File: src/sv/jrsp_pkg.sv
// types and constants for the request stream parser
// used by the step logic, the top level, the checker and the testbench
package jrsp_pkg;

    typedef enum logic [3:0] {
        PH_START       = 4'd0,
        PH_OBJ_OPEN    = 4'd1,
        PH_KEY_FIRST   = 4'd2,
        PH_KEY         = 4'd3,
        PH_COLON       = 4'd4,
        PH_VALUE       = 4'd5,
        PH_TYPE        = 4'd6,
        PH_PID         = 4'd7,
        PH_AFTER_VAL   = 4'd8,
        PH_AFTER_COMMA = 4'd9,
        PH_AFTER_CLOSE = 4'd10,
        PH_ERROR       = 4'd11
    } t_phase;

    typedef enum logic [3:0] {
        ERR_NONE        = 4'd0,
        ERR_EXP_STRING  = 4'd1,
        ERR_ESCAPE      = 4'd2,
        ERR_UNTERM_STR  = 4'd3,
        ERR_NOT_OBJECT  = 4'd4,
        ERR_EXP_COLON   = 4'd5,
        ERR_BAD_PID     = 4'd6,
        ERR_BAD_KEY     = 4'd7,
        ERR_TRAIL_COMMA = 4'd8,
        ERR_EXP_COMMA   = 4'd9,
        ERR_UNTERM_OBJ  = 4'd10,
        ERR_INVALID_REQ = 4'd11
    } t_err;

    typedef enum logic [1:0] {
        EV_NONE      = 2'd0,
        EV_TYPE_CHAR = 2'd1,
        EV_ACCEPT    = 2'd2,
        EV_REJECT    = 2'd3
    } t_event;

    // key prefix tracking
    localparam logic [2:0] KM_NONE = 3'd0;
    localparam logic [2:0] KM_T    = 3'd1;
    localparam logic [2:0] KM_TY   = 3'd2;
    localparam logic [2:0] KM_TYP  = 3'd3;
    localparam logic [2:0] KM_TYPE = 3'd4;
    localparam logic [2:0] KM_P    = 3'd5;
    localparam logic [2:0] KM_PI   = 3'd6;
    localparam logic [2:0] KM_PID  = 3'd7;

    localparam logic [7:0] CH_SPACE  = 8'h20;
    localparam logic [7:0] CH_TAB    = 8'h09;
    localparam logic [7:0] CH_CR     = 8'h0D;
    localparam logic [7:0] CH_LF     = 8'h0A;
    localparam logic [7:0] CH_QUOTE  = 8'h22;
    localparam logic [7:0] CH_BSLASH = 8'h5C;
    localparam logic [7:0] CH_LBRACE = 8'h7B;
    localparam logic [7:0] CH_RBRACE = 8'h7D;
    localparam logic [7:0] CH_COMMA  = 8'h2C;
    localparam logic [7:0] CH_COLON  = 8'h3A;
    localparam logic [7:0] CH_ZERO   = 8'h30;
    localparam logic [7:0] CH_NINE   = 8'h39;

    typedef struct packed {
        t_phase      phase;
        logic [2:0]  key_match;
        logic        seen_type;
        logic        seen_pid;
        logic        type_nonempty;
        logic [31:0] pid_accum;
        logic        pid_digit_seen;
        t_err        first_error;
    } t_parse_state;

    localparam t_parse_state STATE_RESET = '{
        phase:          PH_START,
        key_match:      KM_NONE,
        seen_type:      1'b0,
        seen_pid:       1'b0,
        type_nonempty:  1'b0,
        pid_accum:      32'd0,
        pid_digit_seen: 1'b0,
        first_error:    ERR_NONE
    };

    typedef struct packed {
        t_event      event_res;
        logic [7:0]  type_char;
        logic [31:0] pid_value;
        logic        pid_present;
        t_err        error_code;
    } t_result;

endpackage

File: src/sv/jrsp_if.sv
// valid/ready channel interfaces for request bytes and result beats
// depends on nothing
interface jrsp_in_if;
    logic       valid;
    logic       ready;
    logic [7:0] byte_in;
    logic       last_byte;

    modport src (output valid, output byte_in, output last_byte, input ready);
    modport snk (input valid, input byte_in, input last_byte, output ready);
endinterface

interface jrsp_out_if;
    logic        valid;
    logic        ready;
    logic [1:0]  event_res;
    logic [7:0]  type_char;
    logic [31:0] pid_value;
    logic        pid_present;
    logic [3:0]  error_code;

    modport src (output valid, output event_res, output type_char, output pid_value,
                 output pid_present, output error_code, input ready);
    modport snk (input valid, input event_res, input type_char, input pid_value,
                 input pid_present, input error_code, output ready);
endinterface

File: src/sv/jrsp_step.sv
// per-byte parser step: next parse state and result beat for one byte
// depends on jrsp_pkg
module jrsp_step
    import jrsp_pkg::*;
(
    input  t_parse_state i_state,
    input  logic [7:0]   i_byte,
    input  logic         i_last,
    output t_parse_state o_state,
    output t_result      o_result
);

    function automatic logic [2:0] next_km(input logic [2:0] km, input logic first,
                                           input logic [7:0] c);
        logic [2:0] res;
        res = KM_NONE;
        if (first) begin
            if (c == "t") res = KM_T;
            else if (c == "p") res = KM_P;
        end else begin
            case (km)
                KM_T:    res = (c == "y") ? KM_TY   : KM_NONE;
                KM_TY:   res = (c == "p") ? KM_TYP  : KM_NONE;
                KM_TYP:  res = (c == "e") ? KM_TYPE : KM_NONE;
                KM_P:    res = (c == "i") ? KM_PI   : KM_NONE;
                KM_PI:   res = (c == "d") ? KM_PID  : KM_NONE;
                default: res = KM_NONE;
            endcase
        end
        return res;
    endfunction

    logic         is_ws;
    logic         is_dig;
    logic         is_esc;
    logic [35:0]  pid_x10;
    logic         pid_ovf;
    t_parse_state st;
    t_err         fcode;
    t_err         fin;
    t_err         err;
    logic         emit;

    assign is_ws  = (i_byte == CH_SPACE) || (i_byte == CH_TAB) ||
                    (i_byte == CH_CR) || (i_byte == CH_LF);
    assign is_dig = (i_byte >= CH_ZERO) && (i_byte <= CH_NINE);
    assign is_esc = (i_byte == CH_BSLASH) || (i_byte < CH_SPACE);

    // acc * 10 + digit as 8a + 2a + d
    assign pid_x10 = {1'b0, i_state.pid_accum, 3'b000}
                   + {3'b000, i_state.pid_accum, 1'b0}
                   + {32'd0, i_byte[3:0]};
    assign pid_ovf = (pid_x10[35:32] != 4'd0);

    always_comb begin
        st    = i_state;
        fcode = ERR_NONE;
        emit  = 1'b0;
        unique case (i_state.phase)
            PH_START: begin
                if (!is_ws) begin
                    if (i_byte == CH_LBRACE) st.phase = PH_OBJ_OPEN;
                    else fcode = ERR_NOT_OBJECT;
                end
            end
            PH_OBJ_OPEN, PH_AFTER_COMMA: begin
                if (!is_ws) begin
                    if (i_byte == CH_RBRACE) begin
                        if (i_state.phase == PH_AFTER_COMMA) fcode = ERR_TRAIL_COMMA;
                        else st.phase = PH_AFTER_CLOSE;
                    end else if (i_byte == CH_QUOTE) begin
                        st.phase = PH_KEY_FIRST;
                    end else begin
                        fcode = ERR_EXP_STRING;
                    end
                end
            end
            PH_KEY_FIRST, PH_KEY: begin
                if (i_byte == CH_QUOTE) begin
                    if (i_state.phase == PH_KEY_FIRST) st.key_match = KM_NONE;
                    st.phase = PH_COLON;
                end else if (is_esc) begin
                    fcode = ERR_ESCAPE;
                end else begin
                    st.key_match = next_km(i_state.key_match,
                                           i_state.phase == PH_KEY_FIRST, i_byte);
                    st.phase = PH_KEY;
                end
            end
            PH_COLON: begin
                if (!is_ws) begin
                    if (i_byte != CH_COLON) begin
                        fcode = ERR_EXP_COLON;
                    end else if ((i_state.key_match == KM_TYPE && !i_state.seen_type) ||
                                 (i_state.key_match == KM_PID && !i_state.seen_pid)) begin
                        st.phase = PH_VALUE;
                    end else begin
                        fcode = ERR_BAD_KEY;
                    end
                end
            end
            PH_VALUE: begin
                if (!is_ws) begin
                    if (i_state.key_match == KM_TYPE) begin
                        if (i_byte == CH_QUOTE) st.phase = PH_TYPE;
                        else fcode = ERR_EXP_STRING;
                    end else if (is_dig) begin
                        st.pid_accum      = {28'd0, i_byte[3:0]};
                        st.pid_digit_seen = 1'b1;
                        st.phase          = PH_PID;
                    end else begin
                        fcode = ERR_BAD_PID;
                    end
                end
            end
            PH_TYPE: begin
                if (i_byte == CH_QUOTE) begin
                    st.seen_type = 1'b1;
                    st.phase     = PH_AFTER_VAL;
                end else if (is_esc) begin
                    fcode = ERR_ESCAPE;
                end else begin
                    st.type_nonempty = 1'b1;
                    emit             = 1'b1;
                end
            end
            PH_PID: begin
                if (is_dig) begin
                    if (pid_ovf) fcode = ERR_BAD_PID;
                    else st.pid_accum = pid_x10[31:0];
                end else begin
                    st.seen_pid = 1'b1;
                    st.phase    = PH_AFTER_VAL;
                    if (!is_ws) begin
                        if (i_byte == CH_COMMA) st.phase = PH_AFTER_COMMA;
                        else if (i_byte == CH_RBRACE) st.phase = PH_AFTER_CLOSE;
                        else fcode = ERR_EXP_COMMA;
                    end
                end
            end
            PH_AFTER_VAL: begin
                if (!is_ws) begin
                    if (i_byte == CH_COMMA) st.phase = PH_AFTER_COMMA;
                    else if (i_byte == CH_RBRACE) st.phase = PH_AFTER_CLOSE;
                    else fcode = ERR_EXP_COMMA;
                end
            end
            PH_AFTER_CLOSE: begin
                if (!is_ws) fcode = ERR_INVALID_REQ;
            end
            default: begin
            end
        endcase

        if (fcode != ERR_NONE) begin
            if (i_state.first_error == ERR_NONE) st.first_error = fcode;
            st.phase = PH_ERROR;
        end

        // end-of-request check on the state left by this byte
        unique case (st.phase) inside
            PH_START:                    fin = ERR_NOT_OBJECT;
            PH_OBJ_OPEN, PH_AFTER_COMMA: fin = ERR_UNTERM_OBJ;
            PH_KEY_FIRST, PH_KEY, PH_TYPE: fin = ERR_UNTERM_STR;
            PH_COLON:                    fin = ERR_EXP_COLON;
            PH_VALUE:     fin = (st.key_match == KM_TYPE) ? ERR_EXP_STRING : ERR_BAD_PID;
            PH_PID:       fin = st.pid_digit_seen ? ERR_EXP_COMMA : ERR_BAD_PID;
            PH_AFTER_VAL:                fin = ERR_EXP_COMMA;
            PH_AFTER_CLOSE: fin = (!st.seen_type || !st.type_nonempty) ? ERR_INVALID_REQ
                                                                       : ERR_NONE;
            default:                     fin = ERR_NONE;
        endcase
        err = (st.first_error != ERR_NONE) ? st.first_error : fin;

        o_result = '{event_res: EV_NONE, type_char: 8'd0, pid_value: 32'd0,
                     pid_present: 1'b0, error_code: ERR_NONE};
        if (i_last) begin
            if (err == ERR_NONE) begin
                o_result.event_res = EV_ACCEPT;
                if (st.seen_pid) begin
                    o_result.pid_value   = st.pid_accum;
                    o_result.pid_present = 1'b1;
                end
            end else begin
                o_result.event_res  = EV_REJECT;
                o_result.error_code = err;
            end
            o_state = STATE_RESET;
        end else begin
            if (emit) begin
                o_result.event_res = EV_TYPE_CHAR;
                o_result.type_char = i_byte;
            end
            o_state = st;
        end
    end

endmodule

File: src/sv/json_request_stream_parser_top.sv
// channel    | dir | beat payload
// i_req      | in  | byte_in[7:0], last_byte
// o_res      | out | event_res[1:0], type_char[7:0], pid_value[31:0], pid_present,
//            |     | error_code[3:0]
// one result beat per request byte, one byte per cycle sustained while o_res is not stalled
// path: input register, then parser step into the result register
// the parse state is a single register updated by the step logic once per byte
// a stalled output holds its beat; the input register keeps taking bytes until it fills
// i_rst_n (synchronous) clears both valid bits and returns the parser to its start state
module json_request_stream_parser_top
    import jrsp_pkg::*;
(
    input  logic   i_clk,
    input  logic   i_rst_n,
    jrsp_in_if.snk i_req,
    jrsp_out_if.src o_res
);

    logic         r_in_valid;
    logic [7:0]   r_in_byte;
    logic         r_in_last;
    logic         r_out_valid;
    t_result      r_res;
    t_parse_state r_state;
    t_parse_state n_state;
    t_result      n_res;
    logic         adv;

    assign adv         = !r_out_valid || o_res.ready;
    assign i_req.ready = !r_in_valid || adv;

    jrsp_step u_step (
        .i_state  (r_state),
        .i_byte   (r_in_byte),
        .i_last   (r_in_last),
        .o_state  (n_state),
        .o_result (n_res)
    );

    always_ff @(posedge i_clk) begin
        if (!i_rst_n) begin
            r_in_valid  <= 1'b0;
            r_out_valid <= 1'b0;
            r_state     <= STATE_RESET;
        end else begin
            if (i_req.ready) r_in_valid <= i_req.valid;
            if (adv) begin
                r_out_valid <= r_in_valid;
                if (r_in_valid) r_state <= n_state;
            end
        end
    end

    always_ff @(posedge i_clk) begin
        if (i_req.ready && i_req.valid) begin
            r_in_byte <= i_req.byte_in;
            r_in_last <= i_req.last_byte;
        end
        if (adv && r_in_valid) r_res <= n_res;
    end

    assign o_res.valid       = r_out_valid;
    assign o_res.event_res   = r_res.event_res;
    assign o_res.type_char   = r_res.type_char;
    assign o_res.pid_value   = r_res.pid_value;
    assign o_res.pid_present = r_res.pid_present;
    assign o_res.error_code  = r_res.error_code;

endmodule

File: src/flat_wrapper.sv
// flat-port wrapper written by rule: the top's interface ports become plain ports
module json_request_stream_parser_top_flat import jrsp_pkg::*;
  (i_clk, i_rst_n, i_req_valid, i_req_byte_in, i_req_last_byte, i_req_ready, o_res_valid, o_res_event_res, o_res_type_char, o_res_pid_value, o_res_pid_present, o_res_error_code, o_res_ready);
  jrsp_in_if i_req_i ();
  jrsp_out_if o_res_i ();
  input  logic i_clk;
  input  logic i_rst_n;
  input wire logic [$bits(i_req_i.valid)-1:0] i_req_valid;
  input wire logic [$bits(i_req_i.byte_in)-1:0] i_req_byte_in;
  input wire logic [$bits(i_req_i.last_byte)-1:0] i_req_last_byte;
  output wire logic [$bits(i_req_i.ready)-1:0] i_req_ready;
  output wire logic [$bits(o_res_i.valid)-1:0] o_res_valid;
  output wire logic [$bits(o_res_i.event_res)-1:0] o_res_event_res;
  output wire logic [$bits(o_res_i.type_char)-1:0] o_res_type_char;
  output wire logic [$bits(o_res_i.pid_value)-1:0] o_res_pid_value;
  output wire logic [$bits(o_res_i.pid_present)-1:0] o_res_pid_present;
  output wire logic [$bits(o_res_i.error_code)-1:0] o_res_error_code;
  input wire logic [$bits(o_res_i.ready)-1:0] o_res_ready;
  assign i_req_i.valid = i_req_valid;
  assign i_req_i.byte_in = i_req_byte_in;
  assign i_req_i.last_byte = i_req_last_byte;
  assign i_req_ready = i_req_i.ready;
  assign o_res_valid = o_res_i.valid;
  assign o_res_event_res = o_res_i.event_res;
  assign o_res_type_char = o_res_i.type_char;
  assign o_res_pid_value = o_res_i.pid_value;
  assign o_res_pid_present = o_res_i.pid_present;
  assign o_res_error_code = o_res_i.error_code;
  assign o_res_i.ready = o_res_ready;
  json_request_stream_parser_top u_core (.i_clk(i_clk), .i_rst_n(i_rst_n), .i_req(i_req_i), .o_res(o_res_i));
endmodule
File: config.mk
export PLATFORM = sky130hd
export DESIGN_NAME = json_request_stream_parser_top_flat
export DESIGN_NICKNAME = d
export VERILOG_FILES = /design/src/sv/jrsp_pkg.sv /design/src/sv/jrsp_if.sv /design/src/sv/jrsp_step.sv /design/src/sv/json_request_stream_parser_top.sv /design/src/flat_wrapper.sv
export SDC_FILE = /design/constraint.sdc
export NUM_CORES = 1
export LEC_CHECK = 0
export ABC_AREA = 1
export BUFFER_PORTS_ARGS = -buffer_cell sky130_fd_sc_hd__buf_2
export CORE_MARGIN = 2
export CORE_UTILIZATION = 63
export CTS_CLUSTER_DIAMETER = 60
export CTS_CLUSTER_SIZE = 8
export DETAILED_ROUTE_END_ITERATION = 8
export PLACE_DENSITY_LB_ADDON = 0.1
export SYNTH_ARGS = -nofsm -noshare
export SYNTH_HDL_FRONTEND = slang
export SYNTH_HIERARCHICAL = 1
export SYNTH_SLANG_ARGS = --single-unit
File: constraint.sdc
create_clock -name i_clk -period 5.6 [get_ports i_clk]
set_input_delay 1.68 -clock i_clk [delete_from_list [all_inputs] [get_ports i_clk]]
set_output_delay 1.68 -clock i_clk [all_outputs]
set_load 0.05 [all_outputs]
==> run metrics <==
antenna violations before repair=0; clock root cell=clkbuf_16; Die ar.=0.0158 mm²; DRT antenna net count=0; clk_lat worst skew=between 0.3 and 0.4 ns; drt pass-1 iters=5; commonest non-fill, non-tap cell in the layout=nand2_1; Pwr Density=219 mW/mm²; most frequent cell on the critical path=nand2_1; Area Overhead vs Synth=6.96%; Setup crit start=u_core/r_state[5]$_SDFFE_PN0P_; largest vdd supply drop=about 0.17 mV; post-layout net count=between 1000 and 1500; Crit Reg-Reg Startpoint=u_core/r_state[5]$_SDFFE_PN0P_; Synth Register Bits=between 100 and 150; WP data arrival=approximately 4.8 ns; clock buffer depth=2; Num CTS Buffers=9; remaining routing DRC violations=0; synth top area cells=edfxtp_1 18%, nand2_1 11%, dfxtp_1 11%, ha_1 8.4%, nand3_1 7.3%; non-filler cells, final=about 1600; worst-margin pin slew=1.12 ns; DP Area=~0.0097 mm²; main flop type after synthesis=edfxtp_1; worst path required time=about 5.7 ns; CP Capture Type=flip-flop; port bufs=61; period utilization=a little over four fifths; Synth Warn #=6; post-CTS resize count=0; worst reg-to-reg setup slack=roughly 0.87 ns; vias in the first global route=8162; largest fanout on the critical path=17; Critical Path Max Stage Delay=0.55 ns; Setup TNS Final=0 ns; final setup fails=0; final WL=about 24000 µm; Initial Utilization=roughly 64%; die width=126 µm; status=complete, no violations; total design power=2.19 mW; initial drt markers=643; Yosys cell types=54; RSZ-0062 raised after global routing=no; placed insts=roughly 1500; Leak=roughly 4.4 nW; synthesized area per cell=a little under 7 µm²; CTS tree=built; detailed-route via count=8927; final worst slack=just under 0.9 ns; Rel. slew slack=between 20% and 30%; net count after synthesis=between 1000 and 1500; pre-CTS WS=around 0.95 ns; ANT cells=0; Sinks on Clock Net=between 100 and 150; most frequent cells in the layout=270 x nand2_1, 174 x nor2_1, 147 x inv_1; WS Path Type=reg2reg; DR WL/cell=about 15 µm; post-synth top area cell=edfxtp_1; Critical Path Source Type=flip-flop; Crit-path slowest cell=fa_1; Final Slew Violations=0; global route overflow=0; Post-Syn Area=around 0.0093 mm²; Hold Buf Count CTS=0; r2r worst-path depth=29; Layout fillers=roughly 1300; largest net degree at the start of global routing=96; final core utilization=69.0%; min Tclk post-route=between 4 and 5 ns; EDFF count, synth=56; ratio of cells with drive above 1 in the final layout=between 10 and 15%; number of placed I/O pins=62; dpl hpwl=roughly 17000 µm; Synth Instances=about 1300; sequential share of the synthesized area=between 20 and 30%; Vias per Instance=between 5 and 6; share of the synthesized area in the top cell type=between 15 and 20%; FP Rows=44; number of H-tree levels=3; first-pass GRT wire length=slightly below 40000 µm; Hold WC Path Type=reg2reg; core box area=around 0.014 mm²; R2R Path End=u_core/o_res.pid_value[31]$_DFFE_PP_; Final Hold Viols=0; Max Clock Freq=approximately 0.21 GHz; clock skew=around 0.011 ns; Critical Path Sink=u_core/o_res.pid_value[31]$_DFFE_PP_; fin area=between 0.009 and 0.01 mm²; postcts setup bufs=0; clock transition at the registers of the reported paths=0.08 ns; maxcap violations=0; GPL Wtd Cong=slightly above 0.9; ys async rst share=0%; GRT Total Usage=a little under a third; Min Hold Slack=just under 0.5 ns; die span in y=about 130 µm
[synth_stat cells (17+ instances only)]
cell      count
inv_2        18
o21ai_0      61
nor2_1      176
clkbuf_1     24
buf_2        19
ha_1         63
edfxtp_1     56
nand2_2      17
nand3_1     137
dfxtp_1      49
inv_1       147
nand2_1     270
a21oi_1      99
nor2_4       31
o211ai_1     24
[report_power, final]
part / internal (mW) / switching [mW] / leakage (nW) / total (mW)
sequential: 0.856 / 0.0496 / 0.929 / 0.905
combinational: 0.171 / 0.393 / 3.27 / 0.564
clock: 0.401 / 0.315 / 0.163 / 0.716
total: 1.43 / 0.758 / 4.37 / 2.19
[critical path, delay by kind of cell, from the launching register on]
family	cells	cell delay, ns
fa+ha+maj	2	0.98
simple gates	22	2.48
buf+inv	4	0.51
flops	1	0.39
compound gates	1	0.06
[registers in the layout (all words and copies together) (netlist names)]
signal,flops
u_core/r_state,47
u_core/o_res.pid_value,32
u_core/o_res.type_char,8
u_core/r_in_byte,8
u_core/o_res.error_code,4
u_core/o_res.event_res,2
u_core/o_res.pid_present,1
u_core/o_res.valid,1
u_core/r_in_last,1
u_core/r_in_valid,1
[how the worst min path moves through the flow]
stage	endpoint	cells past startpoint	startpoint
final	u_core/r_state[4]$_SDFFE_PN0P_	2	u_core/r_state[4]$_SDFFE_PN0P_
after global routing	u_core/r_state[4]$_SDFFE_PN0P_	2	u_core/r_state[4]$_SDFFE_PN0P_
after CTS	u_core/r_state[4]$_SDFFE_PN0P_	2	u_core/r_state[4]$_SDFFE_PN0P_
after detailed placement	u_core/r_state[4]$_SDFFE_PN0P_	2	u_core/r_state[4]$_SDFFE_PN0P_
after global placement	u_core/r_state[4]$_SDFFE_PN0P_	2	u_core/r_state[4]$_SDFFE_PN0P_
after floorplan	u_core/r_state[43]$_SDFFE_PN0P_	2	u_core/r_state[43]$_SDFFE_PN0P_
[layer usage]
metal	global-route usage [%]	up-vias	share of wire (%)
li1	-	4499	-
met5	0	-	0
met1	41.4	4090	46
met4	10.1	0	2.1
met3	4.16	34	5.8
met2	50.7	304	47
[area by class of cell]
type                       count  area [µm²]  area share [%]
timing repair buffer          71         393            3.93
tap                          184         230            2.31
multi-input combinational   1015        5740            57.4
inverter                     167         632            6.33
sequential                   105        2660            26.7
clock buffer                   9         225            2.26
clock inverter                 7         106            1.07
[cells by family after synthesis]
kind of cell,count (synthesis),share of synthesized area [%]
AOI/OAI and AO/OA,225,13.8
DFF,105,28.5
xor gates and xnor gates,26,2.44
buffers and inverters,225,10.3
and+or+nand+nor,699,36.1
adders and majority gates,65,8.87
(Power assumes the default switching activity.)
